**src/rtl/skf_pkg.sv**
```systemverilog
// Shared widths, register indexes, reset values and datapath bundles for the Kalman filter
package skf_pkg;

  localparam int MEAS_WIDTH    = 16;
  localparam int VAR_FRAC_BITS = 24;
  localparam int WORD_W        = 32;
  localparam int EST_FRAC_BITS = 16;

  localparam int GAIN_W = VAR_FRAC_BITS + 1;
  localparam int K_W    = GAIN_W;
  localparam int DEN_W  = WORD_W + 1;
  localparam int REM_W  = WORD_W + 2;
  localparam int ZQ_W   = MEAS_WIDTH + EST_FRAC_BITS;
  localparam int DIFF_W = ((ZQ_W > WORD_W) ? ZQ_W : WORD_W) + 1;
  localparam int MAG_W  = DIFF_W;
  localparam int XN_W   = DIFF_W + 1;
  localparam int PM_W   = MAG_W + K_W;
  localparam int PP_W   = WORD_W + K_W;
  localparam int CNT_W  = $clog2(K_W);

  localparam int CFG_IDX_W = 2;

  localparam logic [CFG_IDX_W-1:0] REG_PROCESS_NOISE = CFG_IDX_W'(0);
  localparam logic [CFG_IDX_W-1:0] REG_MEAS_NOISE    = CFG_IDX_W'(1);
  localparam logic [CFG_IDX_W-1:0] REG_INIT_ESTIMATE = CFG_IDX_W'(2);
  localparam logic [CFG_IDX_W-1:0] REG_INIT_VARIANCE = CFG_IDX_W'(3);

  localparam logic [WORD_W-1:0] RST_PROCESS_NOISE = WORD_W'(33554);
  localparam logic [WORD_W-1:0] RST_MEAS_NOISE    = WORD_W'(838861);
  localparam logic [WORD_W-1:0] RST_INIT_ESTIMATE = WORD_W'(2949120);
  localparam logic [WORD_W-1:0] RST_INIT_VARIANCE = WORD_W'(134218);

  localparam logic [K_W-1:0] K_ONE = {1'b1, {VAR_FRAC_BITS{1'b0}}};

  localparam logic [WORD_W-1:0] EST_MAX = {1'b0, {(WORD_W-1){1'b1}}};
  localparam logic [WORD_W-1:0] EST_MIN = {1'b1, {(WORD_W-1){1'b0}}};

  typedef struct packed {
    logic [WORD_W-1:0] pp;
    logic [DEN_W-1:0]  den;
    logic [MAG_W-1:0]  mag;
  } skf_ops_t;

  typedef struct packed {
    logic [K_W-1:0]  k;
    logic [PM_W-1:0] prod_mag;
    logic [PP_W-1:0] prod_pp;
  } skf_res_t;

endpackage

```
**src/rtl/skf_if.sv**
```systemverilog
// Valid/ready channel interfaces for measurement beats and result beats
interface skf_in_if;
  import skf_pkg::*;

  logic                         valid;
  logic                         ready;
  logic signed [MEAS_WIDTH-1:0] measurement;

  modport source (output valid, output measurement, input ready);
  modport sink (input valid, input measurement, output ready);
endinterface

interface skf_out_if;
  import skf_pkg::*;

  logic                     valid;
  logic                     ready;
  logic signed [WORD_W-1:0] estimate;
  logic [GAIN_W-1:0]        gain;
  logic [WORD_W-1:0]        variance;

  modport source (output valid, output estimate, output gain, output variance, input ready);
  modport sink (input valid, input estimate, input gain, input variance, output ready);
endinterface

```
**src/rtl/skf_serial_unit.sv**
```systemverilog
// Radix-2 gain divider with two MSB-first shift-add multipliers fed by its quotient bits
module skf_serial_unit (
  input  logic              clk,
  input  logic              rst,
  input  logic              start,
  input  skf_pkg::skf_ops_t ops,
  output logic              busy,
  output skf_pkg::skf_res_t res
);
  import skf_pkg::*;

  logic [REM_W-1:0] rem;
  logic [DEN_W-1:0] den;
  logic             den_zero;
  logic [MAG_W-1:0] mag;
  logic [WORD_W-1:0] pp;
  logic [CNT_W-1:0] cnt;
  logic [K_W-1:0]   k;
  logic [PM_W-1:0]  acc_mag;
  logic [PP_W-1:0]  acc_pp;

  logic             qbit;
  logic [REM_W-1:0] rem_sel;
  logic [REM_W-1:0] rem_next;
  logic [PM_W-1:0]  acc_mag_next;
  logic [PP_W-1:0]  acc_pp_next;

  always_comb begin
    qbit         = !den_zero && (rem >= REM_W'(den));
    rem_sel      = qbit ? (rem - REM_W'(den)) : rem;
    rem_next     = {rem_sel[REM_W-2:0], 1'b0};
    acc_mag_next = {acc_mag[PM_W-2:0], 1'b0} + (qbit ? PM_W'(mag) : '0);
    acc_pp_next  = {acc_pp[PP_W-2:0], 1'b0} + (qbit ? PP_W'(pp) : '0);
  end

  always_ff @(posedge clk) begin
    if (rst) begin
      busy <= 1'b0;
      cnt  <= '0;
    end else if (start) begin
      busy <= 1'b1;
      cnt  <= CNT_W'(K_W - 1);
    end else if (busy) begin
      cnt <= cnt - CNT_W'(1);
      if (cnt == '0) begin
        busy <= 1'b0;
      end
    end
  end

  always_ff @(posedge clk) begin
    if (start) begin
      rem      <= REM_W'(ops.pp);
      den      <= ops.den;
      den_zero <= (ops.den == '0);
      mag      <= ops.mag;
      pp       <= ops.pp;
      k        <= '0;
      acc_mag  <= '0;
      acc_pp   <= '0;
    end else if (busy) begin
      rem     <= rem_next;
      k       <= {k[K_W-2:0], qbit};
      acc_mag <= acc_mag_next;
      acc_pp  <= acc_pp_next;
    end
  end

  assign res.k        = k;
  assign res.prod_mag = acc_mag;
  assign res.prod_pp  = acc_pp;

endmodule

```
**src/rtl/scalar_kalman_filter_unit.sv**
```systemverilog
// Top level of the one-dimensional fixed-point Kalman filter
//
//   channel   dir  handshake       contents
//   samples   in   valid/ready     measurement z, signed integer
//   results   out  valid/ready     estimate Q16.16, gain Q1.24, variance
//   cfg       in   cfg_write       cfg_index, cfg_data (no read-back)
//
// Each measurement is accepted, passes a setup state, runs through the
// bit-serial divider (one gain bit per cycle, both products built alongside),
// and the result is then formed and registered.
// Reset loads the register defaults and copies the init values into the state.
// A result beat waits in its output register; a new sample is taken meanwhile,
// and the unit holds in its last cycle only while that register is still full.
module scalar_kalman_filter_unit (
  input  logic                             clk,
  input  logic                             rst,
  skf_in_if.sink                           samples,
  skf_out_if.source                        results,
  input  logic                             cfg_write,
  input  logic [skf_pkg::CFG_IDX_W-1:0]    cfg_index,
  input  logic [skf_pkg::WORD_W-1:0]       cfg_data
);
  import skf_pkg::*;

  localparam logic [1:0] ST_IDLE = 2'd0;
  localparam logic [1:0] ST_PREP = 2'd1;
  localparam logic [1:0] ST_RUN  = 2'd2;

  logic [1:0] state;

  logic [WORD_W-1:0]        process_noise;
  logic [WORD_W-1:0]        meas_noise;
  logic signed [WORD_W-1:0] estimate_reg;
  logic [WORD_W-1:0]        variance_reg;

  logic [WORD_W-1:0]            pp_r;
  logic signed [MEAS_WIDTH-1:0] meas_r;
  logic                         neg;

  logic                     out_valid;
  logic signed [WORD_W-1:0] out_estimate;
  logic [GAIN_W-1:0]        out_gain;
  logic [WORD_W-1:0]        out_variance;

  logic        take;
  logic        finish;
  logic [WORD_W:0]   pp_sum;
  logic [WORD_W-1:0] pp_sat;

  logic signed [ZQ_W-1:0]   zq;
  logic signed [DIFF_W-1:0] diff;
  skf_ops_t                 ops;
  skf_res_t                 res;
  logic                     busy;

  logic signed [XN_W-1:0]   est_ext;
  logic signed [XN_W-1:0]   corr;
  logic signed [XN_W-1:0]   xn;
  logic [XN_W-WORD_W:0]     xn_hi;
  logic [WORD_W-1:0]        est_sat;
  logic [WORD_W:0]          p_ceil;
  logic [WORD_W-1:0]        p_new;

  assign samples.ready = (state == ST_IDLE);
  assign take          = samples.valid && samples.ready;
  assign finish        = (state == ST_RUN) && !busy && (!out_valid || results.ready);

  always_comb begin
    pp_sum = {1'b0, variance_reg} + {1'b0, process_noise};
    pp_sat = pp_sum[WORD_W] ? {WORD_W{1'b1}} : pp_sum[WORD_W-1:0];

    zq   = {meas_r, {EST_FRAC_BITS{1'b0}}};
    diff = DIFF_W'(zq) - DIFF_W'(estimate_reg);

    ops.pp  = pp_r;
    ops.den = DEN_W'(pp_r) + DEN_W'(meas_noise);
    ops.mag = diff[DIFF_W-1] ? MAG_W'(-diff) : MAG_W'(diff);

    est_ext = XN_W'(estimate_reg);
    corr    = $signed(res.prod_mag[PM_W-1:VAR_FRAC_BITS]);
    xn      = neg ? (est_ext - corr) : (est_ext + corr);
    xn_hi   = xn[XN_W-1:WORD_W-1];
    if ((&xn_hi) || !(|xn_hi)) begin
      est_sat = xn[WORD_W-1:0];
    end else begin
      est_sat = xn[XN_W-1] ? EST_MIN : EST_MAX;
    end

    p_ceil = res.prod_pp[PP_W-1:VAR_FRAC_BITS]
           + (WORD_W+1)'(|res.prod_pp[VAR_FRAC_BITS-1:0]);
    p_new  = pp_r - p_ceil[WORD_W-1:0];
  end

  skf_serial_unit u_serial (
    .clk   (clk),
    .rst   (rst),
    .start (state == ST_PREP),
    .ops   (ops),
    .busy  (busy),
    .res   (res)
  );

  always_ff @(posedge clk) begin
    if (rst) begin
      state <= ST_IDLE;
    end else begin
      case (state)
        ST_IDLE: begin
          if (take) begin
            state <= ST_PREP;
          end
        end
        ST_PREP: state <= ST_RUN;
        ST_RUN: begin
          if (finish) begin
            state <= ST_IDLE;
          end
        end
        default: state <= ST_IDLE;
      endcase
    end
  end

  always_ff @(posedge clk) begin
    if (take) begin
      pp_r   <= pp_sat;
      meas_r <= samples.measurement;
    end
    if (state == ST_PREP) begin
      neg <= diff[DIFF_W-1];
    end
  end

  always_ff @(posedge clk) begin
    if (rst) begin
      process_noise <= RST_PROCESS_NOISE;
      meas_noise    <= RST_MEAS_NOISE;
      estimate_reg  <= RST_INIT_ESTIMATE;
      variance_reg  <= RST_INIT_VARIANCE;
    end else if (cfg_write) begin
      case (cfg_index)
        REG_PROCESS_NOISE: process_noise <= cfg_data;
        REG_MEAS_NOISE:    meas_noise    <= cfg_data;
        REG_INIT_ESTIMATE: estimate_reg  <= cfg_data;
        REG_INIT_VARIANCE: variance_reg  <= cfg_data;
        default: ;
      endcase
    end else if (finish) begin
      estimate_reg <= est_sat;
      variance_reg <= p_new;
    end
  end

  always_ff @(posedge clk) begin
    if (rst) begin
      out_valid <= 1'b0;
    end else if (finish) begin
      out_valid <= 1'b1;
    end else if (results.ready) begin
      out_valid <= 1'b0;
    end
  end

  always_ff @(posedge clk) begin
    if (finish) begin
      out_estimate <= est_sat;
      out_gain     <= res.k;
      out_variance <= p_new;
    end
  end

  assign results.valid    = out_valid;
  assign results.estimate = out_estimate;
  assign results.gain     = out_gain;
  assign results.variance = out_variance;

  a_start: assert property (@(posedge clk) disable iff (rst)
    state == ST_PREP |=> busy)
    else $error("serial unit did not start");

  a_gain: assert property (@(posedge clk) disable iff (rst)
    results.valid |-> results.gain <= K_ONE)
    else $error("gain above one");

  a_beat: assert property (@(posedge clk) disable iff (rst)
    $rose(results.valid) |-> $past(state) == ST_RUN)
    else $error("result beat raised outside the final cycle");

  a_var: assert property (@(posedge clk) disable iff (rst)
    finish && !cfg_write |=> variance_reg <= $past(pp_r))
    else $error("updated variance exceeds predicted variance");

  a_hold: assert property (@(posedge clk) disable iff (rst)
    busy |-> state == ST_RUN)
    else $error("serial unit running outside the run state");

endmodule
```
**src/flat_wrapper.sv**
```systemverilog
// flat-port wrapper written by rule: the top's interface ports become plain ports
module scalar_kalman_filter_unit_flat import skf_pkg::*;
  (clk, rst, cfg_write, cfg_index, cfg_data, samples_valid, samples_measurement, samples_ready, results_valid, results_estimate, results_gain, results_variance, results_ready);
  skf_in_if samples_i ();
  skf_out_if results_i ();
  input  logic clk;
  input  logic rst;
  input  logic cfg_write;
  input  logic [skf_pkg::CFG_IDX_W-1:0] cfg_index;
  input  logic [skf_pkg::WORD_W-1:0] cfg_data;
  input wire logic [$bits(samples_i.valid)-1:0] samples_valid;
  input wire logic [$bits(samples_i.measurement)-1:0] samples_measurement;
  output wire logic [$bits(samples_i.ready)-1:0] samples_ready;
  output wire logic [$bits(results_i.valid)-1:0] results_valid;
  output wire logic [$bits(results_i.estimate)-1:0] results_estimate;
  output wire logic [$bits(results_i.gain)-1:0] results_gain;
  output wire logic [$bits(results_i.variance)-1:0] results_variance;
  input wire logic [$bits(results_i.ready)-1:0] results_ready;
  assign samples_i.valid = samples_valid;
  assign samples_i.measurement = samples_measurement;
  assign samples_ready = samples_i.ready;
  assign results_valid = results_i.valid;
  assign results_estimate = results_i.estimate;
  assign results_gain = results_i.gain;
  assign results_variance = results_i.variance;
  assign results_i.ready = results_ready;
  scalar_kalman_filter_unit u_core (.clk(clk), .rst(rst), .samples(samples_i), .results(results_i), .cfg_write(cfg_write), .cfg_index(cfg_index), .cfg_data(cfg_data));
endmodule
```
**config.mk**
```make
export PLATFORM = sky130hd
export DESIGN_NAME = scalar_kalman_filter_unit_flat
export DESIGN_NICKNAME = d
export VERILOG_FILES = /design/src/rtl/skf_pkg.sv /design/src/rtl/skf_if.sv /design/src/rtl/skf_serial_unit.sv /design/src/rtl/scalar_kalman_filter_unit.sv /design/src/flat_wrapper.sv
export SDC_FILE = /design/constraint.sdc
export NUM_CORES = 1
export LEC_CHECK = 0
export BUFFER_PORTS_ARGS = -buffer_cell sky130_fd_sc_hd__buf_2
export CAP_MARGIN = 20
export CORE_MARGIN = 4
export CORE_UTILIZATION = 50
export CTS_CLUSTER_DIAMETER = 120
export DETAILED_ROUTE_END_ITERATION = 10
export GPL_TIMING_DRIVEN = 0
export PLACE_DENSITY = 0.67
export RECOVER_POWER = 100
export SYNTH_ARGS = -nofsm -noshare
export SYNTH_HDL_FRONTEND = slang
export SYNTH_SLANG_ARGS = --single-unit
```
**constraint.sdc**
```tcl
create_clock -name clk -period 6.9 [get_ports clk]
set_input_delay 0.69 -clock clk [delete_from_list [all_inputs] [get_ports clk]]
set_output_delay 0.69 -clock clk [all_outputs]
set_load 0.01 [all_outputs]
```
### Yosys cells after proc, flatten, opt, wreduce, memory -nomap -nowiden

Index checks and enable logic that the tools add are counted.

| word-level totals | value |
|---|---|
| register bits | 547 |
| input port bits | 55 |
| output and inout bits | 91 |

| cells by class | value |
|---|---|
| $add $sub $neg | 12 |
| order comparisons | 1 |
| equal/unequal tests | 9 |
| mux-type cells | 25 |
| reductions and logical operators | 26 |

Operator list:

| kind | number |
|---|---|
| two-way mux 32 bit | 12 |
| adder 32 x 32 -> 33 bit | 2 |
| two-way mux 33 bit | 2 |
| adder 58 x 33 -> 58 bit | 1 |
| adder 56 x 32 -> 56 bit | 1 |
| adder 32 x 34 -> 34 bit | 1 |
| >= comparator 34 x 33 -> 1 bit | 1 |
| two-way mux 34 bit | 1 |
| subtractor 32 x 34 -> 34 bit | 1 |
| logical NOT 33 bit | 1 |
| negation 33 bit | 1 |
| subtractor 32 x 32 -> 33 bit | 1 |
| subtractor 33 bit | 1 |
| adder 32 x 1 -> 32 bit | 1 |
| subtractor 32 bit | 1 |
| OR reduction 24 bit | 1 |
| two-way mux 5 bit | 2 |
| AND reduction 2 bit | 5 |
| equality test 2 bit (second input constant) | 3 |
| inequality test 2 x 1 -> 1 bit (second input constant) | 3 |
| case mux 2 bit (3 select lines) | 1 |
| nonzero test 2 bit | 3 |
| logical NOT 5 bit | 1 |
| two-way mux 1 bit | 5 |
| other kinds (11) | 21 |

### Depth between registers and ports, before layout

Gate-level depths: netlist (run 1).

| logic depth | value |
|---|---|
| depth after elaboration | 8 |
| depth in mapped cells | 29 |

### Modules after synthesis

Synthesis (run 1) repeated with hierarchy kept, for this count alone.

| second synthesis, totals | value |
|---|---|
| cell total of the unflattened synthesis | 3975 |
| area total of the unflattened synthesis | 35519.1 um^2 |

Modules (own cells, without submodules):

| module | instances | cells each | area each (um^2) | sequential area each (um^2) |
|---|---|---|---|---|
| scalar_kalman_filter_unit | 1 | 2299 | 19530.0 | 6766.5 |
| skf_serial_unit | 1 | 1676 | 15989.1 | 6896.6 |

### Worst setup path before layout (run 1)

OpenSTA, ideal clock, no wires.

| timing | value |
|---|---|
| path kind | register to register |
| start | register u_core.u_serial.rem[0] |
| end | register u_core.u_serial.acc_pp[55] |
| arrival time | 5.696 ns |
| data required time | 6.768 ns |
| setup slack | 1.071 ns |
| cell stages (with the launch flop) | 30 |
| clock period less this slack | 5.829 ns |
| cell sequence | edfxtp_1 -> inv_1 -> ha_1 -> fa_1 -> nor2b_1 -> o31a_1 -> o311ai_2 -> a31oi_1 -> o31a_1 -> a221oi_2 -> o21a_1 -> o311ai_2 -> buf_2 -> clkbuf_1 -> and2_1 -> ha_1 -> inv_1 -> fa_1 -> nor2b_1 -> o21ai_1 -> a21boi_1 -> o21ai_1 -> a21oi_2 -> a2111o_1 -> nand2_1 -> o41a_1 -> clkbuf_1 -> nor4b_1 -> xnor2_1 -> a21oi_1 |

| between the ends | value |
|---|---|
| cells in the longest elaborated chain, start to end | 4 |

Ends and longest elaborated chain:

| item | RTL line | source |
|---|---|---|
| start: declaration | skf_serial_unit.sv:12 | `logic [REM_W-1:0] rem;` |
| start signal: assignment | skf_serial_unit.sv:53 | `rem <= REM_W'(ops.pp);` |
| start signal: assignment | skf_serial_unit.sv:62 | `rem <= rem_next;` |
| >= comparator 34 x 33 -> 1 bit | skf_serial_unit.sv:29 | `qbit = !den_zero && (rem >= REM_W'(den));` |
| logical AND 1 bit | skf_serial_unit.sv:29 |  |
| two-way mux 32 bit | skf_serial_unit.sv:33 | `acc_pp_next = {acc_pp[PP_W-2:0], 1'b0} + (qbit ? PP_W'(pp) : '0);` |
| adder 56 x 32 -> 56 bit | skf_serial_unit.sv:33 |  |
| end signal: assignment | skf_serial_unit.sv:65 | `acc_pp <= acc_pp_next;` |
| end: declaration | skf_serial_unit.sv:20 | `logic [PP_W-1:0] acc_pp;` |

Every way passes these cells.
A chain may end at the register's enable or synchronous reset.

### Worst setup path in the final report (run 1)

| timing | value |
|---|---|
| start | register u_core.u_serial.rem[2] |
| end | register u_core.u_serial.acc_mag[36] |

| between the ends | value |
|---|---|
| cells in the longest elaborated chain, start to end | 4 |

Ends and longest elaborated chain:

| item | RTL line | source |
|---|---|---|
| >= comparator 34 x 33 -> 1 bit | skf_serial_unit.sv:29 |  |
| logical AND 1 bit | skf_serial_unit.sv:29 |  |
| two-way mux 33 bit | skf_serial_unit.sv:32 | `acc_mag_next = {acc_mag[PM_W-2:0], 1'b0} + (qbit ? PM_W'(mag) : '0);` |
| adder 58 x 33 -> 58 bit | skf_serial_unit.sv:32 |  |
| end signal: assignment | skf_serial_unit.sv:64 | `acc_mag <= acc_mag_next;` |
| end: declaration | skf_serial_unit.sv:19 | `logic [PM_W-1:0] acc_mag;` |

Every way passes these cells.

==> impl_metrics.py, run 1 <==
metrics = {
    "placed_design": {
        "place.gp.congestion": 0.989,
        "dp_hpwl_mm": 84.5,
        "io_buffers": 144,
        "dp.cells": 4981,
        "place_area_um2": 37200,
    },
    "worst_setup_path": {
        "startpoint_type": "flop",
        "critPathMaxStageDelay_ns": 0.44,
        "crit_required_ns": 7.38,
        "rrSetupSlack_ns": 0.31,
        "path_buf_inv": 3,
        "critPathTopFamily": "compound AO/OA/AOI/OAI gates",
        "crit_fanout": 10,
        "cp_slowest_cell": "a221o_2",
        "path_class": "flop to flop",
        "cp.arrival_ns": 7.07,
        "endpoint_kind": "flop",
    },
    "layout": {
        "reg_top3": "u_core.u_serial.acc_mag x58, u_core.u_serial.acc_pp x56, u_core.u_serial.rem x34",
        "final_cell_mix": "nand2_1 (442), a21oi_1 (346), nor2_1 (301)",
        "synthToLayoutAreaGrowth_pct": 11.3,
        "diodes": 0,
        "fill_cells": 6393,
        "nets": 4456,
        "top_register": "u_core.u_serial.acc_mag",
        "drive_above_1_share_pct": 6.71,
        "final_area_um2": 39200,
        "layout_commonest_cell": "nand2_1",
        "largest_reg_flops": 58,
        "instances_no_fill": 5103,
    },
    "power": {
        "p_leak_nw": 16.0,
        "peakVddDrop_uv": 233,
        "powerDensity_nw_per_um2": 365,
        "p_total_w": 0.0143,
    },
    "timing": {
        "period_share_pct": 95.5,
        "relSlewSlack_pct": -87.9,
        "maxSlewViolCount": 274,
        "finalClockSkew_ns": 0.0388,
        "whs_ns": 0.210,
        "fin_tns_setup_ns": 0,
        "finalSetupViolations": 0,
        "worstMarginPinSlew_ns": 2.82,
        "period_needed_ns": 6.59,
        "hold_viol_final": 0,
        "fmax_mhz": 152,
    },
    "synth": {
        "synth_top_area_share_pct": 23.0,
        "postSynth.asyncResetShare_pct": 0,
        "ys_warn_count": 0,
        "synthFlopType": "dfxtp_1",
        "synth.area.top_cells": "edfxtp_1 (23%), dfxtp_1 (16%), ha_1 (9.7%)",
        "synth_area_um2": 35200,
        "synth_largest_area_cell": "edfxtp_1",
        "ys_ff_latch": 547,
        "netlist_instances": 3902,
        "synth_edf_count": 269,
        "synth_nets": 4238,
        "synth_cell_types": 109,
        "ys_seq_area_share_pct": 38.8,
        "syn_avg_cell_area_um2": 9.02,
    },
    "clock_tree": {
        "cts_hold_buf": 0,
        "clock_latency_ns": 0.66,
        "cts_sinks": 547,
        "htreeDepth": 2,
        "clk_pin_slew_ns": 0.06,
        "cts-buffers-inserted": 60,
        "clk_path_buf_depth": 3,
        "cts_tree": "built",
        "root_buffer": "clkbuf_16",
    },
    "die": {
        "pin_count": 146,
        "initial_core_util_pct": 50.8,
        "die_w_um": 273,
        "rows": 96,
        "core_um2": 69200,
        "die_area_um2": 74700,
        "fp.dieH_um": 273,
    },
    "detailed_routing": {
        "wl_mm": 109,
        "post_drt_via_cell_ratio": 5.84,
        "route.vias.total": 29800,
        "wl_per_cell_um": 21.5,
        "drc": 0,
        "drt_iter0_drc": 2705,
        "drtPass1Iterations": 6,
        "final_antenna_net_count": 0,
    },
    "status": {
        "status": "finished with violations",
        "violations": "capacitance limit, slew limit",
    },
    "job": {
        "maxCapViolations": 6,
    },
    "global_route": {
        "antenna_found_initial": 1,
        "grt_pass1_vias": 27500,
        "grt.total_usage_pct": 28.4,
        "grt_pass1_wl_mm": 164,
        "grt_max_degree": 70,
        "grt_overflow_total": 0,
    },
    "hold_path": {
        "hp-class": "input pin to flop",
    },
}
## worst paths after layout
check                                                        start                                  endpoint  cells after the start
worst max register to register    u_core.u_serial.rem[2]$_DFFE_PP_  u_core.u_serial.acc_mag[36]$_SDFFE_PP0P_                     25
worst min-delay path                        samples_measurement[0]                u_core.meas_r[0]$_DFFE_PP_                      1
worst min register to register  u_core.u_serial.k[24]$_SDFFE_PP0P_         u_core.results.gain[24]$_DFFE_PP_                      0
worst max-delay path              u_core.u_serial.rem[2]$_DFFE_PP_  u_core.u_serial.acc_mag[36]$_SDFFE_PP0P_                     25
## where the power goes
group	switching [W]	leakage [nW]	internal [W]	total, W
Clock	0.00143	0.990	0.00197	0.00340
Sequential	0.000420	4.78	0.00408	0.00450
Combinational	0.00406	10.3	0.00234	0.00640
## routing by layer
layer	wire, um	vias up	GRT usage [%]
met3	9270	222	3.54
li1	-	14300	-
met1	48600	14000	41.2
met5	0	-	0
met4	4320	0	9.56
met2	47300	1219	44.1
## timing repair
action	CTS	global route
endpoints found under the setup margin	19	48
cloned	0	1
pin swaps	1	6
buffers inserted	1	7
gates resized for setup	5	21
## cell families after synthesis
| logic type | Yosys count | synth area share (%) |
|---|---|---|
| AO/OA/AOI/OAI | 1011 | 18.4 |
| XOR/XNOR | 333 | 8.33 |
| adder cells (fa/ha/maj) | 281 | 10.2 |
| buffers and inverters | 387 | 4.31 |
| flip-flops | 547 | 38.8 |
| multiplexers | 117 | 3.33 |
| AND/OR/NAND/NOR | 1226 | 16.7 |
## worst register-to-register path, delay by kind of cell (launching register included)
family | cells | cell delay [ns]
adder cells (fa/ha/maj) | 2 | 0.65
XOR/XNOR | 1 | 0.18
AO/OA/AOI/OAI | 15 | 3.93
buffers and inverters | 3 | 0.55
AND/OR/NAND/NOR | 4 | 0.70
flip-flops | 1 | 0.40
## synthesized netlist by cell type, types with 15 or more instances
| master | n |
|---|---|
| a221oi_2 | 16 |
| nor4_1 | 15 |
| nor2_1 | 301 |
| and2_1 | 78 |
| dfxtp_1 | 278 |
| buf_2 | 22 |
| clkbuf_1 | 126 |
| o21a_1 | 37 |
| inv_1 | 222 |
| o21ai_0 | 226 |
| xnor2_1 | 228 |
| nand2b_1 | 39 |
| nor3_1 | 73 |
| o21bai_1 | 31 |
| nand4_1 | 23 |
| and3_1 | 34 |
| nand2_1 | 442 |
| nand3b_1 | 21 |
| nor2b_1 | 32 |
| edfxtp_1 | 269 |
| a21o_1 | 112 |
| o21ai_1 | 21 |
| ha_1 | 273 |
| a211oi_1 | 43 |
| a31oi_1 | 36 |
| nand3_1 | 68 |
| a21oi_1 | 344 |
| or3_1 | 23 |
| xor2_1 | 103 |
| mux2i_1 | 116 |
## through the flow
| step | worst slack [ns] | util [%] |
|---|---|---|
| detailed placement | -0.374 | 53.7 |
| global placement | -0.333 | 53.6 |
| floorplan | 1.07 | - |
| CTS | 0.0891 | 56.7 |
| finish | 0.313 | 56.6 |
| global route | -0.0391 | 56.6 |
## area by class of cell
type | count | area (um^2) | share of cell area, %
Multi-Input combinational cell | 2968 | 20100 | 51.2
Tap cell | 931 | 1160 | 2.98
Inverter | 224 | 842 | 2.15
Clock inverter | 44 | 505 | 1.29
Timing Repair Buffer | 157 | 687 | 1.75
Clock buffer | 70 | 1560 | 3.98
Sequential cell | 547 | 13600 | 34.8
Buffer | 162 | 687 | 1.75
Note: power is estimated with default switching activity, not from simulation.
==> run 2, diff against run 1 <==
--- a/config.mk
+++ b/config.mk
@@ -7,13 +7,13 @@
 export LEC_CHECK = 0
 export BUFFER_PORTS_ARGS = -buffer_cell sky130_fd_sc_hd__buf_2
 export CAP_MARGIN = 20
-export CORE_MARGIN = 4
 export CORE_UTILIZATION = 50
 export CTS_CLUSTER_DIAMETER = 120
 export DETAILED_ROUTE_END_ITERATION = 10
 export GPL_TIMING_DRIVEN = 0
 export PLACE_DENSITY = 0.67
 export RECOVER_POWER = 100
+export SETUP_SLACK_MARGIN = 0.5
 export SYNTH_ARGS = -nofsm -noshare
 export SYNTH_HDL_FRONTEND = slang
 export SYNTH_SLANG_ARGS = --single-unit
==> run 2 against run 1 <==
Highest routed layer is now met5. Sequential share of layout area shrank 0.16 points. Total power grew 1.7%. Clock power grew 8.5%. Cell area grew 0.45%. Largest power group unchanged. Global-route usage grew 2.0 points. The run still ends with capacitance limit, slew limit left. Register-to-register slack gained 0.31 ns. Largest cell class unchanged. Non-clock buffer count grew 7. Via count is essentially flat. Die area shrank 4.3%. Routed wire length grew 0.44%. Critical path depth shrank 7. Count of clock-buffer cells in the layout grew 14.
==> impl_metrics.py, run 2 (synthesis results as in run 1) <==
metrics = {
    "status": {
        "status": "finished with violations",
        "violations": "capacitance limit, slew limit",
    },
    "worst_setup_path": {
        "critPathTopFamily": "compound AO/OA/AOI/OAI gates",
        "crit_fanout": 10,
        "critical_path.cell_chain": "or4_1 > nor3_1 > and2_0 > nor3b_1 > a31oi_1 > xnor2_1 > ha_1 > clkbuf_1 > a21oi_1 > o21bai_1 > a21o_1 > a311oi_1 > o21ai_0 > a311o_2 > o22ai_1 > buf_2 > buf_2 > nand2_1",
        "critPathMaxStageDelay_ns": 0.59,
        "cp_slowest_cell": "or4_1",
        "cp.arrival_ns": 6.64,
        "startpoint_type": "flop",
        "path_class": "flop to flop",
        "endpoint_kind": "flop",
        "crit_required_ns": 7.26,
        "path_buf_inv": 3,
        "cpMostUsedCell": "buf_2",
    },
    "global_route": {
        "grt_pass1_vias": 27400,
        "grt_max_degree": 69,
        "grt_overflow_total": 0,
        "grt.total_usage_pct": 30.4,
        "grt_pass1_wl_mm": 164,
        "antenna_found_initial": 6,
    },
    "die": {
        "initial_core_util_pct": 50.9,
        "die_area_um2": 71400,
        "rows": 96,
        "fp.dieH_um": 267,
        "die_w_um": 267,
        "pin_count": 146,
        "core_um2": 69100,
    },
    "clock_tree": {
        "htreeDepth": 3,
        "cts_tree": "built",
        "clk_pin_slew_ns": 0.06,
        "cts-buffers-inserted": 66,
        "clk_path_buf_depth": 3,
        "cts_sinks": 547,
        "clock_latency_ns": 0.63,
        "root_buffer": "clkbuf_16",
    },
    "layout": {
        "top_register": "u_core.u_serial.acc_mag",
        "largest_reg_flops": 58,
        "reg_top3": "u_core.u_serial.acc_mag x58, u_core.u_serial.acc_pp x56, u_core.u_serial.rem x34",
        "seqCellArea_um2": 13600,
        "nets": 4469,
        "diodes": 0,
        "instances_no_fill": 5116,
        "final_cell_mix": "nand2_1 (441), a21oi_1 (345), nor2_1 (301)",
        "multi_input_comb_area_um2": 20000,
        "fill_cells": 6305,
        "layout_commonest_cell": "nand2_1",
        "drive_above_1_share_pct": 6.69,
        "synthToLayoutAreaGrowth_pct": 11.8,
    },
    "timing": {
        "grt_setup_unrepaired": "no",
        "relSlewSlack_pct": -88.5,
        "period_share_pct": 91.0,
        "fmax_mhz": 159,
        "setup_ws_ns": 0.618,
        "hold_viol_final": 0,
        "worstMarginPinSlew_ns": 2.83,
        "finalSetupViolations": 0,
        "finalClockSkew_ns": 0.0357,
        "period_needed_ns": 6.28,
        "maxSlewViolCount": 274,
    },
    "detailed_routing": {
        "route.vias.total": 29800,
        "post_drt_via_cell_ratio": 5.83,
        "wl_met3_mm": 8.99,
        "drt_iter0_drc": 2948,
        "wl_mm": 110,
        "final_antenna_net_count": 0,
        "top_layer_used": "met5",
        "wl_met1_mm": 49.4,
        "drtPass1Iterations": 6,
        "route.met2.wl_mm": 46.3,
        "wl_per_cell_um": 21.5,
        "drc": 0,
    },
    "power": {
        "p_leak_nw": 16.2,
        "peakVddDrop_uv": 236,
        "powerDensity_nw_per_um2": 370,
    },
    "hold_path": {
        "hp-class": "input pin to flop",
    },
    "placed_design": {
        "dp_slack_ns": -0.312,
        "place.gp.congestion": 0.990,
        "dp_hpwl_mm": 84.1,
        "io_buffers": 144,
        "dp.cells": 4981,
    },
    "job": {
        "maxCapViolations": 6,
    },
}
-- run 2: area by class of cell --
type,count,share of cell area (%)
clock inverter,36,1.24
buffer,163,1.74
timing repair buffer,163,1.86
sequential,547,34.7
clock buffer,84,4.56
multi-input combinational,2968,50.8
tap,931,2.96
inverter,224,2.14
-- run 2: path summary, 6_finish.rpt --
path	start	end	slack (ns)	cells past startpoint
worst min-delay path	samples_measurement[1]	u_core.meas_r[1]$_DFFE_PP_	0.24	1
worst min register to register	u_core.u_serial.k[24]$_SDFFE_PP0P_	u_core.results.gain[24]$_DFFE_PP_	0.44	0
worst max-delay path	u_core.u_serial.acc_mag[30]$_SDFFE_PP0P_	u_core.results.estimate[13]$_DFFE_PP_	0.62	18
worst max register to register	u_core.u_serial.acc_mag[30]$_SDFFE_PP0P_	u_core.results.estimate[13]$_DFFE_PP_	0.62	18
-- run 2: power breakdown --
part           switching (W)  internal, W
Clock                0.00147      0.00223
Sequential          0.000418      0.00408
Combinational        0.00401      0.00232
-- run 2: per-stage QoR --
| stage | power [W] | setup TNS [ns] | utilization (%) | area, um^2 | hold WS (ns) |
|---|---|---|---|---|---|
| 3_3_place_gp | 0.0107 | -1.77 | 53.7 | 37100 | 0.415 |
| 4_1_cts | 0.0145 | 0 | 57.3 | 39500 | 0.213 |
| 3_5_place_dp | 0.0107 | -1.29 | 53.8 | 37200 | 0.421 |
| 2_1_floorplan | 0.00879 | 0 | - | 35200 | 0.408 |
| 6_report | 0.0145 | 0 | 56.9 | 39300 | 0.239 |
| 5_1_grt | 0.0153 | 0 | 56.9 | 39300 | 0.222 |
-- run 2: worst reg2reg max path, cell delays in order, from the launching register on --
cell and delay (ns):
dfxtp_1 0.41, or4_1 0.59, nor3_1 0.34, and2_0 0.25
nor3b_1 0.49, a31oi_1 0.18, xnor2_1 0.40, ha_1 0.31
clkbuf_1 0.17, a21oi_1 0.17, o21bai_1 0.11, a21o_1 0.20
a311oi_1 0.40, o21ai_0 0.26, a311o_2 0.47, o22ai_1 0.47
buf_2 0.38, buf_2 0.30, nand2_1 0.12
-- run 2: per-layer routing --
layer  track usage [%]  vias up
li1                  -    14400
met1              43.3    14100
met2              45.0     1145
met3              4.54      240
met4              14.4        2
met5                 0        -
-- run 2: what timing repair did --
| item | in CTS | in global routing |
|---|---|---|
| setup buffers | 5 | 9 |
| hold buffers | 0 | 0 |
| resized for setup | 15 | 47 |
| setup endpoints to repair | 61 | 51 |
| pin swaps | 5 | 17 |
| gates cloned | 0 | 1 |
